==> src/hdl/bres_pkg.sv <==
// Shared types and constants for the block resequencer.
// No dependencies; used by the interfaces, bres_cfg and block_resequencer_core.
package bres_pkg;

  localparam int unsigned WINDOW = 16;
  localparam int unsigned SLOT_W = $clog2(WINDOW);
  localparam int unsigned SEQ_W  = 32;
  localparam int unsigned PAY_W  = 64;
  localparam int unsigned ID_W   = 8;
  localparam int unsigned APB_AW = 3;
  localparam int unsigned APB_DW = 32;

  localparam logic [ID_W-1:0] OWN_SYS_RST  = 8'd190;
  localparam logic [ID_W-1:0] OWN_COMP_RST = 8'd197;

  typedef enum logic [1:0] {
    KIND_STORED  = 2'd0,
    KIND_DUP     = 2'd1,
    KIND_DROPPED = 2'd2,
    KIND_RELEASE = 2'd3
  } kind_e;

  typedef enum logic [1:0] {
    S_IDLE,
    S_ACK,
    S_REL
  } state_e;

  typedef enum logic {
    REG_OWN_SYS  = 1'b0,
    REG_OWN_COMP = 1'b1
  } reg_idx_e;

  typedef struct packed {
    logic [ID_W-1:0] own_sys;
    logic [ID_W-1:0] own_comp;
  } cfg_t;

endpackage

==> src/hdl/bres_if.sv <==
// Valid/ready channel interfaces for incoming blocks and for results.
// Depends on bres_pkg.
interface bres_in_if;
  import bres_pkg::*;
  logic                  valid;
  logic                  ready;
  logic [ID_W-1:0]       dst_system;
  logic [ID_W-1:0]       dst_component;
  logic [SEQ_W-1:0]      sequence_req;
  logic [PAY_W-1:0]      payload;

  modport source (output valid, dst_system, dst_component, sequence_req, payload,
                  input ready);
  modport sink   (input valid, dst_system, dst_component, sequence_req, payload,
                  output ready);
endinterface

interface bres_out_if;
  import bres_pkg::*;
  logic                  valid;
  logic                  ready;
  logic [1:0]            kind;
  logic [SEQ_W-1:0]      sequence_res;
  logic [PAY_W-1:0]      payload_res;
  logic                  last;

  modport source (output valid, kind, sequence_res, payload_res, last, input ready);
  modport sink   (input valid, kind, sequence_res, payload_res, last, output ready);
endinterface

==> src/hdl/block_resequencer_core.sv <==
// Block resequencer top level: intake check, payload memory, release sequencer.
// Depends on bres_pkg, bres_in_if, bres_out_if and bres_cfg.
//
// Usage: blocks enter on in_i (valid/ready) with target pair, sequence number and
// payload. A block whose target pair differs from the own pair registers is
// consumed silently. Any other block yields one acknowledgement on out_o (stored,
// duplicate or dropped beyond the 16-entry window), followed by every held block
// from the expected sequence number onward, in order, as release results. The
// final result of each block has last set.
// Timing: the acknowledgement is registered at the accept edge, then loaded into
// the output register from S_ACK, each release from S_REL. A block holds the
// sequencer until all its results are loaded, one at a time, by the single payload
// memory read port and one-entry output register. A new block is taken as soon
// as the final result sits in the output register, even if it is not yet taken.
// When the receiver stalls, the sequencer holds and the output register holds its
// result. Reset clears the expected number and all held flags at once (no clearing
// pass); the own pair registers reset to 190/197 and are written over APB.
module block_resequencer_core (
  input  logic                        clk_i,
  input  logic                        rst_ni,
  bres_in_if.sink                     in_i,
  bres_out_if.source                  out_o,
  input  logic                        psel,
  input  logic                        penable,
  input  logic                        pwrite,
  input  logic [bres_pkg::APB_AW-1:0] paddr,
  input  logic [bres_pkg::APB_DW-1:0] pwdata,
  output logic [bres_pkg::APB_DW-1:0] prdata,
  output logic                        pready
);
  import bres_pkg::*;

  cfg_t              cfg;
  state_e            state_q, state_d;
  logic [SEQ_W-1:0]  ne_q, ne_d;
  logic [WINDOW-1:0] valid_q, valid_d;
  logic [PAY_W-1:0]  mem [WINDOW];
  logic [PAY_W-1:0]  rd_q;

  kind_e             ack_kind_q, ack_kind_d;
  logic [SEQ_W-1:0]  ack_seq_q;

  logic              out_valid_q, out_valid_d;
  kind_e             out_kind_q;
  logic [SEQ_W-1:0]  out_seq_q;
  logic [PAY_W-1:0]  out_pay_q;
  logic              out_last_q;

  logic              accept, match, store_en, out_free, ack_fire, rel_fire;
  logic [SEQ_W-1:0]  diff;
  logic [SLOT_W-1:0] in_slot, ne_slot, nx_slot;

  bres_cfg u_cfg (
    .clk_i   (clk_i),
    .rst_ni  (rst_ni),
    .psel    (psel),
    .penable (penable),
    .pwrite  (pwrite),
    .paddr   (paddr),
    .pwdata  (pwdata),
    .prdata  (prdata),
    .pready  (pready),
    .cfg_o   (cfg)
  );

  assign in_slot = in_i.sequence_req[SLOT_W-1:0];
  assign ne_slot = ne_q[SLOT_W-1:0];
  assign nx_slot = ne_slot + SLOT_W'(1);
  assign diff    = in_i.sequence_req - ne_q;
  assign match   = (in_i.dst_system == cfg.own_sys) &&
                   (in_i.dst_component == cfg.own_comp);
  assign accept  = in_i.valid & in_i.ready;
  assign out_free = !out_valid_q || out_o.ready;

  always_comb begin
    priority if (in_i.sequence_req < ne_q)      ack_kind_d = KIND_DUP;
    else if (diff >= SEQ_W'(WINDOW))            ack_kind_d = KIND_DROPPED;
    else if (valid_q[in_slot])                  ack_kind_d = KIND_DUP;
    else                                        ack_kind_d = KIND_STORED;
  end

  assign store_en = accept && match && (ack_kind_d == KIND_STORED);

  // next state
  always_comb begin
    state_d = state_q;
    unique case (state_q)
      S_IDLE: if (accept && match) state_d = S_ACK;
      S_ACK:  if (out_free) state_d = valid_q[ne_slot] ? S_REL : S_IDLE;
      S_REL:  if (out_free) state_d = valid_q[nx_slot] ? S_REL : S_IDLE;
      default: state_d = S_IDLE;
    endcase
  end

  // outputs of the sequencer
  always_comb begin
    in_i.ready = 1'b0;
    ack_fire   = 1'b0;
    rel_fire   = 1'b0;
    unique case (state_q)
      S_IDLE: in_i.ready = 1'b1;
      S_ACK:  ack_fire   = out_free;
      S_REL:  rel_fire   = out_free;
      default: ;
    endcase
  end

  always_comb begin
    valid_d = valid_q;
    if (store_en) valid_d[in_slot] = 1'b1;
    if (rel_fire) valid_d[ne_slot] = 1'b0;
  end

  assign ne_d        = rel_fire ? ne_q + SEQ_W'(1) : ne_q;
  assign out_valid_d = (out_valid_q && !out_o.ready) || ack_fire || rel_fire;

  always_ff @(posedge clk_i or negedge rst_ni) begin
    if (!rst_ni) begin
      state_q     <= S_IDLE;
      ne_q        <= '0;
      valid_q     <= '0;
      out_valid_q <= 1'b0;
    end else begin
      state_q     <= state_d;
      ne_q        <= ne_d;
      valid_q     <= valid_d;
      out_valid_q <= out_valid_d;
    end
  end

  // payload memory; read address follows the next expected slot
  always_ff @(posedge clk_i) begin
    if (store_en) mem[in_slot] <= in_i.payload;
    rd_q <= mem[ne_d[SLOT_W-1:0]];
  end

  always_ff @(posedge clk_i) begin
    if (accept) begin
      ack_kind_q <= ack_kind_d;
      ack_seq_q  <= in_i.sequence_req;
    end
    if (ack_fire) begin
      out_kind_q <= ack_kind_q;
      out_seq_q  <= ack_seq_q;
      out_pay_q  <= '0;
      out_last_q <= !valid_q[ne_slot];
    end else if (rel_fire) begin
      out_kind_q <= KIND_RELEASE;
      out_seq_q  <= ne_q;
      out_pay_q  <= rd_q;
      out_last_q <= !valid_q[nx_slot];
    end
  end

  assign out_o.valid        = out_valid_q;
  assign out_o.kind         = out_kind_q;
  assign out_o.sequence_res = out_seq_q;
  assign out_o.payload_res  = out_pay_q;
  assign out_o.last         = out_last_q;

`ifndef SYNTHESIS
  a_rel_advances: assert property (@(posedge clk_i) disable iff (!rst_ni)
    rel_fire |=> ne_q == $past(ne_q) + SEQ_W'(1))
    else $error("expected sequence did not advance on release");

  a_rel_held: assert property (@(posedge clk_i) disable iff (!rst_ni)
    rel_fire |-> valid_q[ne_slot])
    else $error("release of an entry that is not held");

  a_idle_drained: assert property (@(posedge clk_i) disable iff (!rst_ni)
    (state_q == S_IDLE) |-> !valid_q[ne_slot])
    else $error("idle with a releasable entry held");

  a_store_idle: assert property (@(posedge clk_i) disable iff (!rst_ni)
    store_en |-> (state_q == S_IDLE) && !valid_q[in_slot])
    else $error("store outside intake or over a held entry");
`endif

endmodule

==> src/hdl/bres_cfg.sv <==
// APB register file: own system id and own component id.
// Depends on bres_pkg.
module bres_cfg (
  input  logic                        clk_i,
  input  logic                        rst_ni,
  input  logic                        psel,
  input  logic                        penable,
  input  logic                        pwrite,
  input  logic [bres_pkg::APB_AW-1:0] paddr,
  input  logic [bres_pkg::APB_DW-1:0] pwdata,
  output logic [bres_pkg::APB_DW-1:0] prdata,
  output logic                        pready,
  output bres_pkg::cfg_t              cfg_o
);
  import bres_pkg::*;

  logic [ID_W-1:0] own_sys_q, own_sys_d;
  logic [ID_W-1:0] own_comp_q, own_comp_d;
  reg_idx_e        idx;
  logic            wr_en;

  assign pready = 1'b1;
  assign idx    = reg_idx_e'(paddr[2]);
  assign wr_en  = psel & penable & pwrite & pready;

  always_comb begin
    own_sys_d  = own_sys_q;
    own_comp_d = own_comp_q;
    if (wr_en) begin
      unique case (idx)
        REG_OWN_SYS:  own_sys_d  = pwdata[ID_W-1:0];
        REG_OWN_COMP: own_comp_d = pwdata[ID_W-1:0];
        default: ;
      endcase
    end
  end

  always_comb begin
    unique case (idx)
      REG_OWN_SYS:  prdata = APB_DW'(own_sys_q);
      REG_OWN_COMP: prdata = APB_DW'(own_comp_q);
      default:      prdata = '0;
    endcase
  end

  always_ff @(posedge clk_i or negedge rst_ni) begin
    if (!rst_ni) begin
      own_sys_q  <= OWN_SYS_RST;
      own_comp_q <= OWN_COMP_RST;
    end else begin
      own_sys_q  <= own_sys_d;
      own_comp_q <= own_comp_d;
    end
  end

  assign cfg_o.own_sys  = own_sys_q;
  assign cfg_o.own_comp = own_comp_q;

endmodule
==> src/flat_wrapper.sv <==
// flat-port wrapper written by rule: the top's interface ports become plain ports
module block_resequencer_core_flat import bres_pkg::*;
  (clk_i, rst_ni, psel, penable, pwrite, paddr, pwdata, prdata, pready, in_i_valid, in_i_dst_system, in_i_dst_component, in_i_sequence_req, in_i_payload, in_i_ready, out_o_valid, out_o_kind, out_o_sequence_res, out_o_payload_res, out_o_last, out_o_ready);
  bres_in_if in_i_i ();
  bres_out_if out_o_i ();
  input  logic clk_i;
  input  logic rst_ni;
  input  logic psel;
  input  logic penable;
  input  logic pwrite;
  input  logic [bres_pkg::APB_AW-1:0] paddr;
  input  logic [bres_pkg::APB_DW-1:0] pwdata;
  output logic [bres_pkg::APB_DW-1:0] prdata;
  output logic pready;
  input wire logic [$bits(in_i_i.valid)-1:0] in_i_valid;
  input wire logic [$bits(in_i_i.dst_system)-1:0] in_i_dst_system;
  input wire logic [$bits(in_i_i.dst_component)-1:0] in_i_dst_component;
  input wire logic [$bits(in_i_i.sequence_req)-1:0] in_i_sequence_req;
  input wire logic [$bits(in_i_i.payload)-1:0] in_i_payload;
  output wire logic [$bits(in_i_i.ready)-1:0] in_i_ready;
  output wire logic [$bits(out_o_i.valid)-1:0] out_o_valid;
  output wire logic [$bits(out_o_i.kind)-1:0] out_o_kind;
  output wire logic [$bits(out_o_i.sequence_res)-1:0] out_o_sequence_res;
  output wire logic [$bits(out_o_i.payload_res)-1:0] out_o_payload_res;
  output wire logic [$bits(out_o_i.last)-1:0] out_o_last;
  input wire logic [$bits(out_o_i.ready)-1:0] out_o_ready;
  assign in_i_i.valid = in_i_valid;
  assign in_i_i.dst_system = in_i_dst_system;
  assign in_i_i.dst_component = in_i_dst_component;
  assign in_i_i.sequence_req = in_i_sequence_req;
  assign in_i_i.payload = in_i_payload;
  assign in_i_ready = in_i_i.ready;
  assign out_o_valid = out_o_i.valid;
  assign out_o_kind = out_o_i.kind;
  assign out_o_sequence_res = out_o_i.sequence_res;
  assign out_o_payload_res = out_o_i.payload_res;
  assign out_o_last = out_o_i.last;
  assign out_o_i.ready = out_o_ready;
  block_resequencer_core u_core (.clk_i(clk_i), .rst_ni(rst_ni), .in_i(in_i_i), .out_o(out_o_i), .psel(psel), .penable(penable), .pwrite(pwrite), .paddr(paddr), .pwdata(pwdata), .prdata(prdata), .pready(pready));
endmodule
==> config.mk <==
export PLATFORM = sky130hd
export DESIGN_NAME = block_resequencer_core_flat
export DESIGN_NICKNAME = d
export VERILOG_FILES = /design/src/hdl/bres_pkg.sv /design/src/hdl/bres_if.sv /design/src/hdl/block_resequencer_core.sv /design/src/hdl/bres_cfg.sv /design/src/flat_wrapper.sv
export SDC_FILE = /design/constraint.sdc
export NUM_CORES = 2
export LEC_CHECK = 0
export ABC_AREA = 1
export BUFFER_PORTS_ARGS = -buffer_cell sky130_fd_sc_hd__buf_2
export CORE_MARGIN = 2
export CORE_UTILIZATION = 37
export CTS_BUF_LIST = sky130_fd_sc_hd__clkbuf_4 sky130_fd_sc_hd__clkbuf_8
export DETAILED_ROUTE_END_ITERATION = 16
export PLACE_DENSITY = 0.64
export SYNTH_ARGS = -nofsm -noshare
export SYNTH_HDL_FRONTEND = slang
export SYNTH_SLANG_ARGS = --single-unit
==> constraint.sdc <==
create_clock -name clk_i -period 8.31 [get_ports clk_i]
set_input_delay 0.831 -clock clk_i [delete_from_list [all_inputs] [get_ports clk_i]]
set_output_delay 0.831 -clock clk_i [all_outputs]
set_load 0.01 [all_outputs]
### Word level (Yosys, flattened, before mapping)

Memories as Yosys holds them, arrays and structs flattened. A register that Yosys moved wholly into a read port is not among the register bits.
Index checks and enable logic that the tools add are counted.

| word-level totals | value |
|---|---|
| register bits after elaboration | 200 |
| bits in latches | 0 |
| output and inout bits | 134 |
| bits in read-only memories | 0 |
| memories kept | 1 |
| bits of input ports | 154 |
| memory bits (writable) | 1024 |

Memories:

| memory | words | width | read ports | clocked after memory_dff | wr ports | line | text |
|---|---|---|---|---|---|---|---|
| u_core.mem | 16 | 64 | 1 | 1 | 1 | block_resequencer_core.sv:37 | `logic [PAY_W-1:0] mem [WINDOW];` |

| operators by class | value |
|---|---|
| bitwise logic cells | 7 |
| shift-type cells | 0 |
| equal/unequal tests | 7 |
| mux-type cells | 34 |
| $add $sub $neg | 3 |
| div/mod/pow operators | 0 |
| $mul | 0 |
| order comparisons | 7 |
| reduce and logical (&&, ||, !) cells | 19 |

Operators with widths:

| cell | number |
|---|---|
| $mux 32 | 2 |
| $pmux 32 s2 | 1 |
| $add 32x1->32 const B | 1 |
| $ge 32x5->1 const B | 1 |
| $lt 32x32->1 | 1 |
| $mux 16 | 2 |
| $sub 32x32->32 | 1 |
| $mux 2 | 9 |
| $and 16x16->16 | 1 |
| $eq 8x8->1 | 2 |
| $not 16->16 | 1 |
| $or 16x16->16 | 1 |
| $lt 4x5->1 const B | 3 |
| $mux 1 | 13 |
| $bmux 1 s4 | 3 |
| $demux 1 s4 | 2 |
| $ge 4x1->1 const B | 2 |
| $logic_and 1x1->1 | 6 |
| $ne 2x1->1 const B | 3 |
| $pmux 2 s3 | 1 |
| $add 4x1->4 const B | 1 |
| $logic_not 1->1 | 4 |
| $logic_not 2->1 | 2 |
| $mux 4 | 1 |
| other kinds (8) | 13 |

### Longest topological paths before layout

| depth | value |
|---|---|
| depth in word-level cells | 10 |
| mapped depth | 23 |
| depth with buffers taken out | 21 |

### Cells and area by module

From an unflattened synthesis, not the netlist that was laid out.

| unflattened totals | value |
|---|---|
| cell total of the unflattened synthesis | 4400 |
| area total of the unflattened synthesis | 51989.9 µm² |

By module, submodules not included:

| module | times used | area each (µm²) | seq. area each (µm²) | cells an instance |
|---|---|---|---|---|
| block_resequencer_core | 1 | 51027.7 | 36660.2 | 4275 |
| bres_cfg | 1 | 962.2 | 412.9 | 125 |

### Worst setup path after synthesis

OpenSTA, ideal clock, no wires.

| path | value |
|---|---|
| path kind | input to register |
| start point | input port in_i_sequence_req[0] |
| end point | memory u_core.mem[0][0] (enable) |
| setup slack | 2450 ps |
| data arrival time | 5373 ps |
| setup time | 487 ps |
| cell stages on the path | 17 |
| cells stage by stage | inv_1 -> ha_1 -> fa_1 -> inv_1 -> nand2_1 -> nand3_1 -> nand2_1 -> nand2_1 -> nand2_1 -> nand2_1 -> inv_1 -> o21ai_2 -> inv_2 -> or2_4 -> inv_1 -> nand4_1 -> nor2_1 |

| between the ends | value |
|---|---|
| word-level cells in the longest chain between the ends | 9 |

Ends and longest elaborated chain:

| item | line | text |
|---|---|---|
| start: declaration | flat_wrapper.sv:18 | `input wire logic [$bits(in_i_i.sequence_req)-1:0] in_i_sequence_req;` |
| parallel branches: the longest is 9 deep, another holds $sub 32x32->32 | - |  |
| end: declaration | block_resequencer_core.sv:37 |  |

Parallel ways; which one is timed is not known. The select of a mux whose other input is x is not followed.

### Worst setup path after layout

| path | value |
|---|---|
| start point | register u_core.ne_q[1] |
| end point | memory u_core.mem[12][2] (enable) |

| between the ends | value |
|---|---|
| word-level cells in the longest chain between the ends | 8 |

Ends and longest elaborated chain:

| item | line | text |
|---|---|---|
| start: declaration | block_resequencer_core.sv:35 | `logic [SEQ_W-1:0] ne_q, ne_d;` |
| start signal: assignment | block_resequencer_core.sv:125 | `ne_q <= ne_d;` |
| $sub 32x32->32 | block_resequencer_core.sv:69 | `assign diff = in_i.sequence_req - ne_q;` |
| $ge 32x5->1 | block_resequencer_core.sv:77 | `else if (diff >= SEQ_W'(WINDOW)) ack_kind_d = KIND_DROPPED;` |
| $mux 2 | block_resequencer_core.sv:77 |  |
| $mux 2 * | block_resequencer_core.sv:76 | `priority if (in_i.sequence_req < ne_q) ack_kind_d = KIND_DUP;` |
| $logic_not 2->1 * | block_resequencer_core.sv:82 | `assign store_en = accept && match && (ack_kind_d == KIND_STORED);` |
| $logic_and 1x1->1 * | block_resequencer_core.sv:82 |  |
| $mux 1 * | block_resequencer_core.sv:133 | `if (store_en) mem[in_slot] <= in_i.payload;` |
| $mux 1 (implied by the code) * | block_resequencer_core.sv:133 |  |

Every way passes the cells marked *; elsewhere a longest branch is shown, timed or not.

==> flow_summary.ini <==
[logic_synthesis]
ys.flop_type = edfxtp_1
synth-warning-count = 0
synth_cell_types = 54
synth_edf_count = 1093
netlist.area_leader.share_pct = 62.5
syn_inst = 4588
avgSynthCellArea_um2 = 11.4
yosysTopAreaCell = edfxtp_1
ys_seq_area_share_pct = 70.6
async_reset_ff_share_pct = 5.20
synth_most_common_cell = edfxtp_1
synth.area.top_cells = edfxtp_1 63%, o21ai_0 7.1%, nor2_1 6.5%
synth_common_cells = 1,093 x edfxtp_1, 908 x nor2_1, 742 x o21ai_0
synth_area_um2 = 52500
ys_ff_latch = 1288

[detailed_routing]
vias_per_cell = 5.13
ant_nets = 0
drc = 0
drtIter0Drc = 3188
dr.pass1.iters = 6
vias = 35400
wl_per_cell_um = 19.8
routed_wl_um = 136000

[cells_and_area]
area_delta_synth_final_pct = 13.8
nets = 5011
fillerInstances = 13200
drive_above_1_share_pct = 14.1
fin_util_pct = 42.3

[clock_tree]
post_cts_resized = 0
h-tree-depth = 4
postCtsHoldBufs = 0
cts_tree = built
cts_max_path_buffers = 3
root_buffer = clkbuf_8
post_cts_buffers = 0
insertion_delay_ns = 0.95
clk_pin_slew_ns = 0.06
cts_inserted_buffers = 196
cts.sinks = 1288

[hold_path]
hp-class = primary input to flop
min_path_cells = 1

[die]
die_area_um2 = 145000
core.rowCount = 138
ios = 288
die_h_um = 381
dieWidth_um = 381
start_util_pct = 37.2
core_um2 = 141000

[critical_path]
r2r_slack_ns = 2.87
slowest_stage = nor2_4
path_max_fanout = 26
path_buf_inv = 3
path_cells = inv_1 -> ha_1 -> nand3_1 -> nand2_1 -> nand2_1 -> nand2_1 -> nand2_1 -> nand2_1 -> nand2_1 -> nand2_1 -> nand2_1 -> nand2_1 -> nor2_1 -> nand2_1 -> nor2_1 -> nand3_1 -> inv_1 -> nand4_1 -> nor2_4 -> buf_4
cpPeakStageDelay_ns = 1.18
cp_common_cell = nand2_1
arrival_ns = 5.99
criticalPathCategory = flop to flop
cp.depth = 20
cp.required_ns = 8.86
worstSetupEndpointType = flop
worstSetupStartpointType = flop
r2r_cells = 20
crit_family = simple AND/OR/NAND/NOR gates

[place]
numPortBuffers = 236
gp_congestion = 0.890
hpwl_um = 73900

[status]
status = completed

[grt]
grt_use_met3_pct = 4.02
grt_pass1_wl_um = 203000
grt-ovfl-total = 0
met2_usage_pct = 28.4
grt_pass1_vias = 33200
grt_start_max_net_pins = 197
grt_usage_pct = 18.3
use_met1_pct = 25.7
antenna_found_initial = 35
grt-busiest-layer = met2

[sta]
holdWs_ns = 0.127
hold_viol = 0
finalSetupViolCount = 0
final.min_clock_period_ns = 5.44
finalMaxSlewViolations = 0
fin_skew_ns = 0.0838
slew_headroom_pct = 13.5
fin_setup_tns_ns = 0
worst-slew-pin-transition_ns = 1.29
rsz0062_at_grt = false
finalCritPeriodShare_pct = 65.5
clock.fmax_ghz = 0.184

[power]
irDropWorstVdd_v = 0.000201
cellPowerDensity_nw_per_um2 = 300
cellLeakagePower_nw = 21.4
power_mw = 18.0

[flow_run]
drv_cap = 0
## path summary, 6_finish.rpt
| kind | endpoint | start |
|---|---|---|
| setup / recovery | u_core.mem[12][2] | u_core.ne_q[1] |
| hold / removal | u_core.ack_seq_q[7] | in_i_sequence_req[7] |
| setup reg to reg | u_core.mem[12][2] | u_core.ne_q[1] |
| hold reg to reg | u_core.out_o.payload_res[58] | u_core.rd_q[58] |
| max in group asynchronous | u_core.u_cfg.own_comp_q[4] | rst_ni |
| min in group asynchronous | u_core.ne_q[11] | rst_ni |
## area by class of cell
class / count / area [µm²] / area share (%)
antenna: 13 / 32.5 / 0.0544
clock buffer: 294 / 3590 / 6.01
clock inverter: 78 / 618 / 1.03
inverter: 256 / 997 / 1.67
multi-input combinational: 2793 / 13500 / 22.5
sequential: 1288 / 37100 / 62.1
tap: 1890 / 2360 / 3.96
timing repair buffer: 285 / 1610 / 2.70
## flip-flops by register name, indices dropped and copies added (netlist names), 2 cells and up
name,cells
u_core.u_cfg.own_sys_q,8
u_core.u_cfg.own_comp_q,8
u_core.mem,1024
u_core.rd_q,64
u_core.ack_seq_q,32
u_core.valid_q,16
u_core.out_o.payload_res,64
u_core.ack_kind_q,2
u_core.out_o.sequence_res,32
u_core.state_q,2
u_core.out_o.kind,2
u_core.ne_q,32
## power breakdown
| part | switching [mW] | leakage [nW] | internal (mW) |
|---|---|---|---|
| sequential | 0.231 | 11.6 | 7.42 |
| combinational | 3.38 | 7.57 | 1.42 |
| clock | 2.54 | 2.23 | 2.96 |
## cell usage in the layout (no fill, tap or decap), types with 25 or more instances in the layout
master | synthesis | routed
a21oi_1 | 110 | 110
nor3_1 | 114 | 114
clkinv_2 | 0 | 25
xor2_1 | 30 | 30
buf_4 | 26 | 44
nand4_1 | 33 | 33
o221ai_1 | 100 | 100
edfxtp_1 | 1093 | 1093
inv_1 | 250 | 239
o32ai_1 | 32 | 32
dfrtp_1 | 57 | 57
o21ai_0 | 742 | 742
clkinv_1 | 0 | 34
buf_2 | 39 | 236
conb_1 | 2 | 25
nand2_1 | 531 | 530
nand3_1 | 38 | 38
ha_1 | 36 | 36
clkbuf_4 | 0 | 73
nor2_1 | 908 | 899
clkbuf_8 | 0 | 221
dfxtp_1 | 128 | 128
## worst reg2reg max path: cells and delay by family (launching register included)
kind,cells,cell delay (ns)
adders and majority gates,1,0.37
buffers and inverters,3,1.22
and+or+nand+nor,16,2.99
DFF,1,0.46
## routing by layer
layer / wire [µm] / share of wire, %
met5: 109 / 0.080
met4: 2830 / 2.1
met3: 10300 / 7.6
met2: 62100 / 46
met1: 61000 / 45
## per-stage QoR
stage | cells | area, µm² | worst slack, ns
global placement | 6512 | 55500 | 2.36
global route | 6889 | 59700 | 2.48
CTS | 6884 | 59700 | 2.85
floorplan | 4611 | 52600 | 2.45
detailed placement | 6512 | 55500 | 2.37
finish | 6897 | 59700 | 2.87
## logic make-up after synthesis
logic type | count (synthesis) | share of synthesized area [%]
buffers and inverters | 530 | 4.11
XOR/XNOR | 38 | 0.634
adder cells (fa/ha/maj) | 37 | 0.896
AND/OR/NAND/NOR | 1680 | 13.0
AO/OA/AOI/OAI | 1013 | 10.7
other | 2 | 0.0143
flip-flops | 1288 | 70.6
Power figures use the tool's default switching activity.
